$ cat config.mk
export PLATFORM = sky130hd
export DESIGN_NAME = arm_instruction_decoder
export DESIGN_NICKNAME = d
export VERILOG_FILES = /design/src/rtl/core/aid_pkg.sv /design/src/rtl/core/aid_classify.sv /design/src/rtl/core/arm_instruction_decoder.sv
export SDC_FILE = /design/constraint.sdc
export NUM_CORES = 1
export LEC_CHECK = 0
export ABC_AREA = 1
export BUFFER_PORTS_ARGS = -buffer_cell sky130_fd_sc_hd__buf_2
export CAP_MARGIN = 15
export CORE_UTILIZATION = 30
export DETAILED_ROUTE_END_ITERATION = 6
export GPL_TIMING_DRIVEN = 0
export HOLD_SLACK_MARGIN = 0.12
export PLACE_DENSITY = 0.48
export SLEW_MARGIN = 20
export SYNTH_ARGS = -nofsm -noshare
export SYNTH_HDL_FRONTEND = slang
export SYNTH_SLANG_ARGS = --single-unit
$ cat constraint.sdc
create_clock -name clock -period 3.4 [get_ports clock]
set_input_delay 0.34 -clock clock [delete_from_list [all_inputs] [get_ports clock]]
set_output_delay 0.34 -clock clock [all_outputs]
set_load 0.05 [all_outputs]
$ cat src/rtl/core/aid_pkg.sv
// ----------------------------------------------------------------------------
// aid_pkg
// Opcode class numbers and the decode result type shared by the A32
// instruction decoder, its classifier and its checker.
// ----------------------------------------------------------------------------
package aid_pkg;

   typedef logic [6:0] opcode_type;

   // Result of one decode: class number and condition outcome
   typedef struct packed {
      opcode_type opcode_class;
      logic       condition_passed;
   } decode_type;

   // Special classes
   localparam opcode_type OP_INVALID  = 7'd0;
   localparam opcode_type OP_UNSUP    = 7'd1;
   localparam opcode_type OP_NOTEXEC  = 7'd2;
   localparam opcode_type OP_MOVW     = 7'd3;
   localparam opcode_type OP_MOVT     = 7'd4;

   // Single load/store
   localparam opcode_type OP_STR_I    = 7'd5;
   localparam opcode_type OP_STRT     = 7'd6;
   localparam opcode_type OP_LDR_I    = 7'd7;
   localparam opcode_type OP_LDR_L    = 7'd8;
   localparam opcode_type OP_LDRT     = 7'd9;
   localparam opcode_type OP_STRB_I   = 7'd10;
   localparam opcode_type OP_STRBT    = 7'd11;
   localparam opcode_type OP_LDRB_I   = 7'd12;
   localparam opcode_type OP_LDRB_L   = 7'd13;
   localparam opcode_type OP_LDRBT    = 7'd14;
   localparam opcode_type OP_STR_R    = 7'd15;
   localparam opcode_type OP_LDR_R    = 7'd16;
   localparam opcode_type OP_STRB_R   = 7'd17;
   localparam opcode_type OP_LDRB_R   = 7'd18;

   // Block transfer and branch
   localparam opcode_type OP_STMDA    = 7'd19;
   localparam opcode_type OP_LDMDA    = 7'd20;
   localparam opcode_type OP_STMIA    = 7'd21;
   localparam opcode_type OP_LDMIA    = 7'd22;
   localparam opcode_type OP_POPM     = 7'd23;
   localparam opcode_type OP_STMDB    = 7'd24;
   localparam opcode_type OP_PUSHM    = 7'd25;
   localparam opcode_type OP_LDMDB    = 7'd26;
   localparam opcode_type OP_STMIB    = 7'd27;
   localparam opcode_type OP_LDMIB    = 7'd28;
   localparam opcode_type OP_STMU     = 7'd29;
   localparam opcode_type OP_LDMU     = 7'd30;
   localparam opcode_type OP_BR       = 7'd31;
   localparam opcode_type OP_BLI      = 7'd32;

   // Data processing, register operand (AND_R..RSC_R consecutive)
   localparam opcode_type OP_AND_R    = 7'd33;
   localparam opcode_type OP_TST_R    = 7'd41;
   localparam opcode_type OP_ORR_R    = 7'd45;
   localparam opcode_type OP_MOV_R    = 7'd46;
   localparam opcode_type OP_LSL_I    = 7'd47;
   localparam opcode_type OP_LSR_I    = 7'd48;
   localparam opcode_type OP_ASR_I    = 7'd49;
   localparam opcode_type OP_RRX_R    = 7'd50;
   localparam opcode_type OP_ROR_I    = 7'd51;
   localparam opcode_type OP_BIC_R    = 7'd52;
   localparam opcode_type OP_MVN_R    = 7'd53;

   // Data processing, register-shifted register (AND_S..RSC_S consecutive)
   localparam opcode_type OP_AND_S    = 7'd54;
   localparam opcode_type OP_TST_S    = 7'd62;
   localparam opcode_type OP_ORR_S    = 7'd66;
   localparam opcode_type OP_LSL_S    = 7'd67;
   localparam opcode_type OP_BIC_S    = 7'd71;
   localparam opcode_type OP_MVN_S    = 7'd72;

   // Miscellaneous
   localparam opcode_type OP_BXR      = 7'd73;
   localparam opcode_type OP_CLZR     = 7'd74;
   localparam opcode_type OP_BLXR     = 7'd75;
   localparam opcode_type OP_QADDR    = 7'd76;

   // Extra load/store
   localparam opcode_type OP_STRH_R   = 7'd80;
   localparam opcode_type OP_LDRH_R   = 7'd81;
   localparam opcode_type OP_STRH_I   = 7'd82;
   localparam opcode_type OP_LDRH_I   = 7'd83;
   localparam opcode_type OP_LDRH_L   = 7'd84;
   localparam opcode_type OP_LDRD_R   = 7'd85;
   localparam opcode_type OP_LDRSB_R  = 7'd86;
   localparam opcode_type OP_LDRD_I   = 7'd87;
   localparam opcode_type OP_LDRD_L   = 7'd88;
   localparam opcode_type OP_LDRSB_I  = 7'd89;
   localparam opcode_type OP_LDRSB_L  = 7'd90;
   localparam opcode_type OP_STRD_R   = 7'd91;
   localparam opcode_type OP_LDRSH_R  = 7'd92;
   localparam opcode_type OP_STRD_I   = 7'd93;
   localparam opcode_type OP_LDRSH_I  = 7'd94;
   localparam opcode_type OP_LDRSH_L  = 7'd95;
   localparam opcode_type OP_STRHT    = 7'd96;
   localparam opcode_type OP_LDRHT    = 7'd97;
   localparam opcode_type OP_LDRSBT   = 7'd98;
   localparam opcode_type OP_LDRSHT   = 7'd99;

   // Data processing, immediate operand
   localparam opcode_type OP_AND_I    = 7'd100;
   localparam opcode_type OP_ADR_I    = 7'd103;
   localparam opcode_type OP_TST_I    = 7'd109;
   localparam opcode_type OP_ORR_I    = 7'd113;
   localparam opcode_type OP_BIC_I    = 7'd114;
   localparam opcode_type OP_MVN_I    = 7'd115;

   // Highest class number in use
   localparam opcode_type OP_LAST     = OP_MVN_I;

   // Condition code and register numbers of interest
   localparam logic [3:0] COND_NEVER  = 4'b1111;
   localparam logic [3:0] RN_PC       = 4'b1111;
   localparam logic [3:0] RN_SP       = 4'b1101;

endpackage

$ cat src/rtl/core/aid_classify.sv
// ----------------------------------------------------------------------------
// aid_classify
// Combinational A32 classifier: condition check and table decode of one
// instruction word into its opcode class.
// ----------------------------------------------------------------------------
module aid_classify (
   input  logic [31:0]         word,
   input  logic [3:0]          nzcv,
   output aid_pkg::decode_type result
);

   // Standard ARM condition evaluation
   function automatic logic cond_holds(input logic [3:0] c, input logic [3:0] f);
      logic r;
      case (c[3:1])
         3'd0:    r = f[2];
         3'd1:    r = f[1];
         3'd2:    r = f[3];
         3'd3:    r = f[0];
         3'd4:    r = f[1] & ~f[2];
         3'd5:    r = (f[3] == f[0]);
         3'd6:    r = (f[3] == f[0]) & ~f[2];
         default: r = 1'b1;
      endcase
      if (c[0] && (c != aid_pkg::COND_NEVER)) begin
         r = ~r;
      end
      return r;
   endfunction

   // Compare group 10xx1: S bit must be set
   function automatic aid_pkg::opcode_type cmp_group(input logic [4:0] op,
                                                     input aid_pkg::opcode_type base);
      if (!op[0]) begin
         return aid_pkg::OP_INVALID;
      end
      return base + aid_pkg::opcode_type'(op[2:1]);
   endfunction

   // Data processing, register operand
   function automatic aid_pkg::opcode_type dp_reg(input logic [31:0] w);
      logic [3:0] g;
      logic [1:0] sh;
      logic       imm_zero;
      aid_pkg::opcode_type k;
      g        = w[24:21];
      sh       = w[6:5];
      imm_zero = (w[11:7] == 5'd0);
      if (!g[3]) begin
         k = aid_pkg::OP_AND_R + aid_pkg::opcode_type'(g[2:0]);
      end else begin
         case (g[2:0])
            3'd4:    k = aid_pkg::OP_ORR_R;
            3'd5: begin
               case (sh)
                  2'd0:    k = imm_zero ? aid_pkg::OP_MOV_R : aid_pkg::OP_LSL_I;
                  2'd1:    k = aid_pkg::OP_LSR_I;
                  2'd2:    k = aid_pkg::OP_ASR_I;
                  default: k = imm_zero ? aid_pkg::OP_RRX_R : aid_pkg::OP_ROR_I;
               endcase
            end
            3'd6:    k = aid_pkg::OP_BIC_R;
            3'd7:    k = aid_pkg::OP_MVN_R;
            default: k = cmp_group(w[24:20], aid_pkg::OP_TST_R);
         endcase
      end
      return k;
   endfunction

   // Data processing, register-shifted register operand
   function automatic aid_pkg::opcode_type dp_rsreg(input logic [31:0] w);
      logic [3:0] g;
      aid_pkg::opcode_type k;
      g = w[24:21];
      if (!g[3]) begin
         k = aid_pkg::OP_AND_S + aid_pkg::opcode_type'(g[2:0]);
      end else begin
         case (g[2:0])
            3'd4:    k = aid_pkg::OP_ORR_S;
            3'd5:    k = aid_pkg::OP_LSL_S + aid_pkg::opcode_type'(w[6:5]);
            3'd6:    k = aid_pkg::OP_BIC_S;
            3'd7:    k = aid_pkg::OP_MVN_S;
            default: k = cmp_group(w[24:20], aid_pkg::OP_TST_S);
         endcase
      end
      return k;
   endfunction

   // Data processing, immediate operand (ADR sits between SUB and RSB)
   function automatic aid_pkg::opcode_type dp_imm(input logic [31:0] w);
      logic [3:0] g;
      aid_pkg::opcode_type k;
      g = w[24:21];
      if (((g == 4'd2) || (g == 4'd4)) && (w[19:16] == aid_pkg::RN_PC)) begin
         k = aid_pkg::OP_ADR_I;
      end else if (!g[3]) begin
         k = (g[2:0] < 3'd3) ? aid_pkg::OP_AND_I + aid_pkg::opcode_type'(g[2:0])
                             : aid_pkg::OP_AND_I + 7'd1 + aid_pkg::opcode_type'(g[2:0]);
      end else begin
         case (g[2:0])
            3'd4:    k = aid_pkg::OP_ORR_I;
            3'd5:    k = aid_pkg::OP_MOVW;
            3'd6:    k = aid_pkg::OP_BIC_I;
            3'd7:    k = aid_pkg::OP_MVN_I;
            default: k = cmp_group(w[24:20], aid_pkg::OP_TST_I);
         endcase
      end
      return k;
   endfunction

   // Miscellaneous group
   function automatic aid_pkg::opcode_type misc(input logic [31:0] w);
      logic [1:0] op;
      logic [2:0] op2;
      aid_pkg::opcode_type k;
      op  = w[22:21];
      op2 = w[6:4];
      if (op2 == 3'd1) begin
         case (op)
            2'd1:    k = aid_pkg::OP_BXR;
            2'd3:    k = aid_pkg::OP_CLZR;
            default: k = aid_pkg::OP_INVALID;
         endcase
      end else if ((op2 == 3'd3) && (op == 2'd1)) begin
         k = aid_pkg::OP_BLXR;
      end else if (op2 == 3'd5) begin
         k = aid_pkg::OP_QADDR + aid_pkg::opcode_type'(op);
      end else begin
         k = aid_pkg::OP_UNSUP;
      end
      return k;
   endfunction

   // Extra load/store
   function automatic aid_pkg::opcode_type exls(input logic [31:0] w);
      logic imm, ld, lit;
      aid_pkg::opcode_type k;
      imm = w[22];
      ld  = w[20];
      lit = (w[19:16] == aid_pkg::RN_PC);
      case (w[6:5])
         2'd1: begin
            if (!imm)    k = ld ? aid_pkg::OP_LDRH_R : aid_pkg::OP_STRH_R;
            else if (ld) k = lit ? aid_pkg::OP_LDRH_L : aid_pkg::OP_LDRH_I;
            else         k = aid_pkg::OP_STRH_I;
         end
         2'd2: begin
            if (!imm)    k = ld ? aid_pkg::OP_LDRSB_R : aid_pkg::OP_LDRD_R;
            else if (ld) k = lit ? aid_pkg::OP_LDRSB_L : aid_pkg::OP_LDRSB_I;
            else         k = lit ? aid_pkg::OP_LDRD_L : aid_pkg::OP_LDRD_I;
         end
         2'd3: begin
            if (!imm)    k = ld ? aid_pkg::OP_LDRSH_R : aid_pkg::OP_STRD_R;
            else if (ld) k = lit ? aid_pkg::OP_LDRSH_L : aid_pkg::OP_LDRSH_I;
            else         k = aid_pkg::OP_STRD_I;
         end
         default: k = aid_pkg::OP_INVALID;
      endcase
      return k;
   endfunction

   // Extra load/store, unprivileged forms
   function automatic aid_pkg::opcode_type exls_user(input logic [31:0] w);
      aid_pkg::opcode_type k;
      case (w[6:5])
         2'd1:    k = w[20] ? aid_pkg::OP_LDRHT : aid_pkg::OP_STRHT;
         2'd2:    k = w[20] ? aid_pkg::OP_LDRSBT : aid_pkg::OP_INVALID;
         2'd3:    k = w[20] ? aid_pkg::OP_LDRSHT : aid_pkg::OP_INVALID;
         default: k = aid_pkg::OP_INVALID;
      endcase
      return k;
   endfunction

   // Data-processing and miscellaneous space (bits 27:26 = 00)
   function automatic aid_pkg::opcode_type data_space(input logic [31:0] w);
      logic [4:0] op1;
      logic [3:0] op2;
      logic       grp;
      aid_pkg::opcode_type k;
      op1 = w[24:20];
      op2 = w[7:4];
      grp = (op1[4:3] == 2'b10) && !op1[0];
      k   = aid_pkg::OP_INVALID;
      if (w[25]) begin
         if (!grp)                 k = dp_imm(w);
         else if (op1 == 5'h10)    k = aid_pkg::OP_MOVW;
         else if (op1 == 5'h14)    k = aid_pkg::OP_MOVT;
         else                      k = aid_pkg::OP_UNSUP;
      end else if (!grp && !op2[0]) begin
         k = dp_reg(w);
      end else if (!grp && !op2[3]) begin
         k = dp_rsreg(w);
      end else if (grp && !op2[3]) begin
         k = misc(w);
      end else if (grp && !op2[0]) begin
         k = aid_pkg::OP_UNSUP;
      end else if (op2 == 4'd9) begin
         // multiply or synchronisation
         k = aid_pkg::OP_UNSUP;
      end else if ((op2 == 4'd11) || (op2[3:2] == 2'b11 && op2[0])) begin
         k = (!op1[4] && op1[1]) ? exls_user(w) : exls(w);
      end
      return k;
   endfunction

   // Single load/store space
   function automatic aid_pkg::opcode_type ls_space(input logic [31:0] w);
      logic byt, ld, lit;
      aid_pkg::opcode_type k;
      byt = w[22];
      ld  = w[20];
      lit = (w[19:16] == aid_pkg::RN_PC);
      if (!w[24] && w[21]) begin
         if (byt) k = ld ? aid_pkg::OP_LDRBT : aid_pkg::OP_STRBT;
         else     k = ld ? aid_pkg::OP_LDRT : aid_pkg::OP_STRT;
      end else if (w[25]) begin
         if (byt) k = ld ? aid_pkg::OP_LDRB_R : aid_pkg::OP_STRB_R;
         else     k = ld ? aid_pkg::OP_LDR_R : aid_pkg::OP_STR_R;
      end else if (byt) begin
         k = ld ? (lit ? aid_pkg::OP_LDRB_L : aid_pkg::OP_LDRB_I) : aid_pkg::OP_STRB_I;
      end else begin
         k = ld ? (lit ? aid_pkg::OP_LDR_L : aid_pkg::OP_LDR_I) : aid_pkg::OP_STR_I;
      end
      return k;
   endfunction

   // Block transfer and branch space
   function automatic aid_pkg::opcode_type br_space(input logic [31:0] w);
      logic [5:0] op;
      logic       ld, is_sp;
      aid_pkg::opcode_type k;
      op    = w[25:20];
      ld    = op[0];
      is_sp = (w[19:16] == aid_pkg::RN_SP);
      if (op[5]) begin
         k = op[4] ? aid_pkg::OP_BLI : aid_pkg::OP_BR;
      end else if (op[2]) begin
         // user-register form; load with PC in list is exception return
         if (!ld)        k = aid_pkg::OP_STMU;
         else if (!w[15]) k = aid_pkg::OP_LDMU;
         else            k = aid_pkg::OP_UNSUP;
      end else begin
         case (op[4:3])
            2'd0:    k = ld ? aid_pkg::OP_LDMDA : aid_pkg::OP_STMDA;
            2'd1: begin
               if (!ld)                        k = aid_pkg::OP_STMIA;
               else if (op == 6'h0B && is_sp)  k = aid_pkg::OP_POPM;
               else                            k = aid_pkg::OP_LDMIA;
            end
            2'd2: begin
               if (ld)                         k = aid_pkg::OP_LDMDB;
               else if (op == 6'h12 && is_sp)  k = aid_pkg::OP_PUSHM;
               else                            k = aid_pkg::OP_STMDB;
            end
            default: k = ld ? aid_pkg::OP_LDMIB : aid_pkg::OP_STMIB;
         endcase
      end
      return k;
   endfunction

   logic                pass;
   aid_pkg::opcode_type space_class;

   // Select the decode table from bits 27:25
   always_comb begin
      case (word[27:25])
         3'd0, 3'd1: space_class = data_space(word);
         3'd2:       space_class = ls_space(word);
         3'd3:       space_class = word[4] ? aid_pkg::OP_UNSUP : ls_space(word);
         3'd4, 3'd5: space_class = br_space(word);
         default:    space_class = aid_pkg::OP_UNSUP;
      endcase
   end

   // Apply the condition field ahead of the table result
   assign pass = cond_holds(word[31:28], nzcv);

   always_comb begin
      result.condition_passed = pass;
      if (word[31:28] == aid_pkg::COND_NEVER) begin
         result.opcode_class = aid_pkg::OP_UNSUP;
      end else if (!pass) begin
         result.opcode_class = aid_pkg::OP_NOTEXEC;
      end else begin
         result.opcode_class = space_class;
      end
   end

endmodule

$ cat src/rtl/core/arm_instruction_decoder.sv
// ----------------------------------------------------------------------------
// arm_instruction_decoder
// Classifies A32 instruction words against the NZCV flags. A word is
// registered on entry, decoded by a single pass of table logic and
// registered again on exit, where its result is shown; a new word may be
// accepted every cycle while the result side does not stall.
// The output register and the input register each hold one word; a stall
// on the result side holds both, and req_stall rises only when both are
// full. Condition 1111 reports unsupported with condition_passed set; a
// failed condition reports not-executed.
// ----------------------------------------------------------------------------
module arm_instruction_decoder (
   input  logic                clock,
   input  logic                reset,
   input  logic                req_valid,
   output logic                req_stall,
   input  logic [31:0]         req_instruction_word,
   input  logic [3:0]          req_nzcv,
   output logic                rsp_valid,
   input  logic                rsp_stall,
   output aid_pkg::opcode_type rsp_opcode_class,
   output logic                rsp_condition_passed
);

   logic                in_valid_ff, in_valid_in;
   logic [31:0]         in_word_ff;
   logic [3:0]          in_nzcv_ff;
   logic                rsp_valid_ff, rsp_valid_in;
   aid_pkg::decode_type rsp_result_ff;
   aid_pkg::decode_type decoded;
   logic                out_advance;
   logic                in_advance;

   // Stage moves when its slot is empty or its word goes onward
   assign out_advance = !rsp_valid_ff || !rsp_stall;
   assign in_advance  = !in_valid_ff || out_advance;
   assign req_stall   = !in_advance;

   aid_classify u_classify (
      .word   (in_word_ff),
      .nzcv   (in_nzcv_ff),
      .result (decoded)
   );

   // Next valid bits
   always_comb begin
      in_valid_in  = in_advance ? req_valid : in_valid_ff;
      rsp_valid_in = out_advance ? in_valid_ff : rsp_valid_ff;
   end

   // Control state
   always_ff @(posedge clock) begin
      if (reset) begin
         in_valid_ff  <= 1'b0;
         rsp_valid_ff <= 1'b0;
      end else begin
         in_valid_ff  <= in_valid_in;
         rsp_valid_ff <= rsp_valid_in;
      end
   end

   // Capture the incoming word; hold it while the output stage is blocked
   always_ff @(posedge clock) begin
      if (in_advance && req_valid) begin
         in_word_ff <= req_instruction_word;
         in_nzcv_ff <= req_nzcv;
      end
   end

   // Register the decode result
   always_ff @(posedge clock) begin
      if (out_advance && in_valid_ff) begin
         rsp_result_ff <= decoded;
      end
   end

   assign rsp_valid            = rsp_valid_ff;
   assign rsp_opcode_class     = rsp_result_ff.opcode_class;
   assign rsp_condition_passed = rsp_result_ff.condition_passed;

endmodule

==> flow_summary.toml, run 1 <==
[route]
finalWirelength_um = 8720
met2_length_um = 3870
drt_first_pass_iters = 5
wl_per_cell_um = 14.8
top_layer = "met4"
vias = 2997
antenna_left = 0
vias_per_cell = 5.08
drc = 0
m1WireLength_um = 4100
drt_iter0_markers = 245
route.met3.wl_um = 479

[place]
io_buffers = 42
post-place-ws_ns = 0.585
dp_hpwl_um = 6690
place_inst = 582
routabilityCongestion = 0.886

[sta]
clock_skew_ns = 0.00757
finalCritPeriodShare_pct = 84.2
rsz0062_at_grt = "no"
fmax_mhz = 349
slew_violations = 0
period_minus_slack_ns = 2.86
setup_tns_ns = 0
worst_hold_slack_ns = 0.199
finalHoldViolCount = 0
finalSetupViolCount = 0
worst_pin_slew_ns = 0.767
postLayoutSetupSlackWorst_ns = 0.536
slew_headroom_pct = 48.8

[cts]
clk-insertion-delay-late_ns = 0.30
root_buffer = "clkbuf_8"
hold_buffers = 0
h-tree-depth = 2
cts_buffer_depth = 2
cts_tree = "done"
numCtsBuffers = 5
cts.sinks = 39
postCtsResizedCells = 0
cts_setup_buffers = 0
path_clk_slew_ns = 0.09

[global_route]
overflow = 0
grt_pass1_vias = 2791
grt_usage_pct = 16.7
grt_max_degree = 30
grt_first_pass_wirelength_um = 14300
antenna_found_initial = 0

[floorplan]
boundaryPins = 50
die_h_um = 104
rows = 36
die-area_mm2 = 0.0107
fp.dieW_um = 104
start_util_pct = 31.3
coreArea_mm2 = 0.00991

[min_path]
min_path_type = "primary input to flip-flop"

[run_status]
status = "finished clean"

[flow_run]
drv_cap = 0

[synth]
synth-compound-area-share_pct = 16.2
syn-cell-area_mm2 = 0.00310
yosysUniqueCellTypes = 39
synthSimpleGateAreaFrac_pct = 26.9
yosysWarnings = 0
synth.area.mux_share_pct = 0
synth_nets = 475
synth-seq-cells = 39
syn_inst = 407
synth_xor_xnor_area_share_pct = 0.283
ys_seq_area_share_pct = 37.2
syn_avg_cell_area_um2 = 7.61
synthAdderAreaFrac_pct = 11.6
synth_top_family_by_area = "simple AND/OR/NAND/NOR gates"

[critical_path]
rr_startpoint = "in_word_ff[22]"
reg2reg_to = "rsp_opcode_class[4]"
cp.required_ns = 3.55
worst_setup_path_start_kind = "flip-flop"
crit_fanout = 20
r2r_cells = 9
startpoint = "in_word_ff[22]"
crit_path_end = "rsp_opcode_class[4]"
crit_type = "flip-flop to flip-flop"
arrival_ns = 3.01
crit_path_end_kind = "flip-flop"
worst-r2r-setup-slack_ns = 0.54

[pwr]
peakVddDrop_v = 0.000154
power_mw = 1.22
p_leak_nw = 1.62
power_density_mw_per_mm2 = 342

[layout]
antenna_cells = 0
instances_no_fill = 590
n_fill_cell = 1084
syn_to_final_growth_pct = 14.9
layout-drive-gt1-share_pct = 17.1
fin_nets = 524
-- per-layer routing --
layer | up-vias | track usage, %
met5 | - | 0
met4 | 0 | 7.14
met3 | 23 | 2.08
met2 | 126 | 26.3
met1 | 1370 | 23.1
li1 | 1478 | -
-- registers in the layout (all words and copies together) (netlist names) --
signal,flops
in_valid_ff,1
rsp_condition_passed,1
in_word_ff,25
rsp_valid,1
in_nzcv_ff,4
rsp_opcode_class,7
-- Yosys cell counts, drive strengths merged --
cell type	number	area share (%)
o31ai	1	0.24
dfxtp	2	1.3
xor2	1	0.28
a31o	2	0.57
and3	1	0.20
ha	27	11
o22ai	3	0.61
fa	1	0.65
a31oi	6	1.2
edfxtp	37	36
o21a	1	0.24
a21boi	1	0.24
o21ai	28	4.5
nand3	42	7.2
or2	2	0.40
o21bai	1	0.24
nor3	1	0.16
clkbuf	3	0.40
nand3b	1	0.24
nand4	5	1.0
inv	52	6.3
a21oi	37	6.6
o211ai	5	1.2
a211oi	1	0.24
o311ai	1	0.28
nor2	33	4.5
buf	6	1.2
nand2	106	13
-- worst max-delay path: stages (launching register included) --
cell and delay [ns]:
edfxtp_1 0.58, inv_1 0.14, buf_2 0.38, ha_1 0.32
nor2_4 0.11, inv_1 0.19, nand2_1 0.14, o311ai_0 0.52
nand3_1 0.13, a21oi_1 0.18
-- where the power goes --
group          total (mW)  switching (mW)  internal [mW]  leakage (nW)
Sequential          0.583          0.0238          0.560         0.378
Clock               0.327           0.183          0.144        0.0412
Combinational       0.306           0.207         0.0989          1.21
-- layout make-up --
cell class	count	area [µm²]	area share (%)
multi-input cells	307	1700	47.8
clock buffers	6	72.6	2.04
inverters	52	195	5.48
flip-flops and latches	39	1150	32.3
clock inverters	2	12.5	0.351
repair buffers	42	210	5.91
plain buffers	9	48.8	1.37
well taps	133	166	4.67
-- logic make-up after synthesis --
| family | after synthesis |
|---|---|
| AOI/OAI and AO/OA | 87 |
| and+or+nand+nor | 191 |
| adders and majority gates | 28 |
| xor gates and xnor gates | 1 |
| buffers and inverters | 61 |
| DFF | 39 |
-- how the worst min path moves through the flow --
stage | from | end | slack (ns) | cells past startpoint
2_1_floorplan | reset | in_valid_ff | 0.41 | 1
3_3_place_gp | in_valid_ff | rsp_valid | 0.46 | 2
3_5_place_dp | in_valid_ff | rsp_valid | 0.47 | 2
4_1_cts | reset | rsp_valid | 0.20 | 2
5_1_grt | req_instruction_word[22] | in_word_ff[22] | 0.20 | 1
6_report | reset | rsp_valid | 0.20 | 2
-- cells in the final DEF (no fill, tap or decap), types with 2 or more instances in the layout --
master / n
nor2_4: 2
clkbuf_8: 5
a21oi_1: 34
a31o_2: 2
nand2_1: 103
o22ai_1: 3
o21ai_1: 4
a31oi_1: 6
edfxtp_1: 37
buf_2: 47
o21ai_0: 24
o211ai_1: 5
inv_2: 10
inv_1: 42
clkbuf_1: 3
nor2_1: 31
nand3_1: 41
ha_1: 27
nand4_1: 5
nand2_2: 2
dfxtp_1: 2
a21oi_2: 2
-- stage by stage --
step           utilization, %  cell area (µm²)
2_1_floorplan               -             3100
3_3_place_gp             35.1             3470
3_5_place_dp             35.1             3470
4_1_cts                  35.9             3560
5_1_grt                  35.9             3560
6_report                 35.9             3560
Power figures use the tool's default switching activity.
==> inputs of run 2 (changes only) <==
Clock period 3.4 ns to 2.7 ns, I/O delays scaled along.
==> flow_summary.toml, run 2 (synthesized netlist as in run 1, its figures left out) <==
[cts]
cts_buffer_depth = 2
root_buffer = "clkbuf_8"
cts.sinks = 39
numCtsBuffers = 5
cts_tree = "done"
hold_buffers = 0
path_clk_slew_ns = 0.09
clk-insertion-delay-late_ns = 0.30
h-tree-depth = 2

[layout]
ff_latch_area_mm2 = 0.00115
multi_input_area_mm2 = 0.00170
antenna_cells = 0
largest_reg_flops = 25
regMostFlops = "in_word_ff"
instances_no_fill = 594
n_fill_cell = 1084
fin_nets = 528
layout-drive-gt1-share_pct = 17.8
final_cell_mix = "nand2_1, buf_2, inv_1, nand3_1, edfxtp_1"
syn_to_final_growth_pct = 16.0
layout_commonest_cell = "nand2_1"

[sta]
slew_violations = 0
period_minus_slack_ns = 2.54
slew_headroom_pct = 49.7
clock_skew_ns = 0.00629
finalSetupViolCount = 0
worst_pin_slew_ns = 0.754
setup_tns_ns = 0
fmax_mhz = 393
finalCritPeriodShare_pct = 94.2
finalHoldViolCount = 0
rsz0062_at_grt = "no"

[global_route]
antenna_found_initial = 0
grt_first_pass_wirelength_um = 14200
overflow = 0
grt_usage_pct = 16.7
grt_max_degree = 30
grt_pass1_vias = 2784

[route]
antenna_left = 0
drt_iter0_markers = 325
wl_per_cell_um = 14.7
vias_per_cell = 5.07
vias = 3014
drt_first_pass_iters = 7
finalWirelength_um = 8740
drc = 0

[critical_path]
crit_fanout = 20
worst_setup_path_start_kind = "flip-flop"
crit_type = "flip-flop to flip-flop"
r2r_cells = 13
crit_path_end_kind = "flip-flop"
arrival_ns = 2.59
cp.required_ns = 2.75

[floorplan]
boundaryPins = 50
die-area_mm2 = 0.0107
start_util_pct = 31.3
coreArea_mm2 = 0.00991
rows = 36
die_h_um = 104
fp.dieW_um = 104

[pwr]
p_leak_nw = 1.65
peakVddDrop_v = 0.000198
power_density_mw_per_mm2 = 426

[min_path]
hold_depth = 2
min_path_type = "primary input to flip-flop"

[place]
io_buffers = 42
place_inst = 582
routabilityCongestion = 0.886
dp_hpwl_um = 6690

[flow_run]
drv_cap = 0

[run_status]
status = "finished clean"
run 2: cell type report:
cell class                      instances  area share (%)
Buffer                                  9            1.43
Clock buffer                            6            2.02
Clock inverter                          2           0.348
Inverter                               52            5.43
Multi-Input combinational cell        307            47.4
Sequential cell                        39            32.0
Tap cell                              133            4.63
Timing Repair Buffer                   46            6.69
run 2: final timing paths:
check | start | end | slack, ns
min | reset | rsp_valid | 0.13
max reg2reg | in_word_ff[22] | rsp_opcode_class[3] | 0.16
min reg2reg | in_valid_ff | rsp_valid | 0.48
max | in_word_ff[22] | rsp_opcode_class[3] | 0.16
run 2: what timing repair did:
| item | in CTS | in global routing |
|---|---|---|
| setup buffers | 0 | 4 |
| endpoints found under the hold margin | 0 | 0 |
| gates resized for setup | 2 | 0 |
| pin swaps | 0 | 1 |
| endpoints found under the setup margin | 3 | 6 |
run 2: where the power goes:
part / switching [mW] / leakage (nW) / internal [mW]
Combinational: 0.262 / 1.23 / 0.129
Clock: 0.226 / 0.0412 / 0.181
Sequential: 0.0287 / 0.378 / 0.705
run 2: through the flow:
step | instance area, µm² | power, mW | util, % | worst slack [ns] | hold slack (ns)
after floorplan | 3100 | 1.01 | - | 0.292 | 0.339
after global placement | 3470 | 1.13 | 35.1 | -0.177 | 0.444
after detailed placement | 3470 | 1.13 | 35.1 | -0.115 | 0.448
after CTS | 3560 | 1.54 | 35.9 | 0.0516 | 0.126
after global routing | 3590 | 1.62 | 36.3 | 0.00296 | 0.127
final | 3590 | 1.53 | 36.3 | 0.158 | 0.131
run 2: worst max-delay path, cell delays in order, from the launching register on:
cell and delay (ns):
edfxtp_1 0.49, inv_1 0.10, buf_4 0.23, ha_1 0.28, nor2_4 0.26, inv_1 0.19, nand2_1 0.16, o22ai_1 0.08
nor2_1 0.09, nor2_1 0.04, nand2_1 0.08, nand3_1 0.10, nand3_1 0.10, a21oi_1 0.06
run 2: metal layers:
layer	up-vias	global-route usage, %	share of wire [%]
li1	1490	-	-
met1	1370	23.1	47
met2	132	26.2	44
met3	22	2.08	5.7
met4	0	7.14	3.2
met5	-	0	0
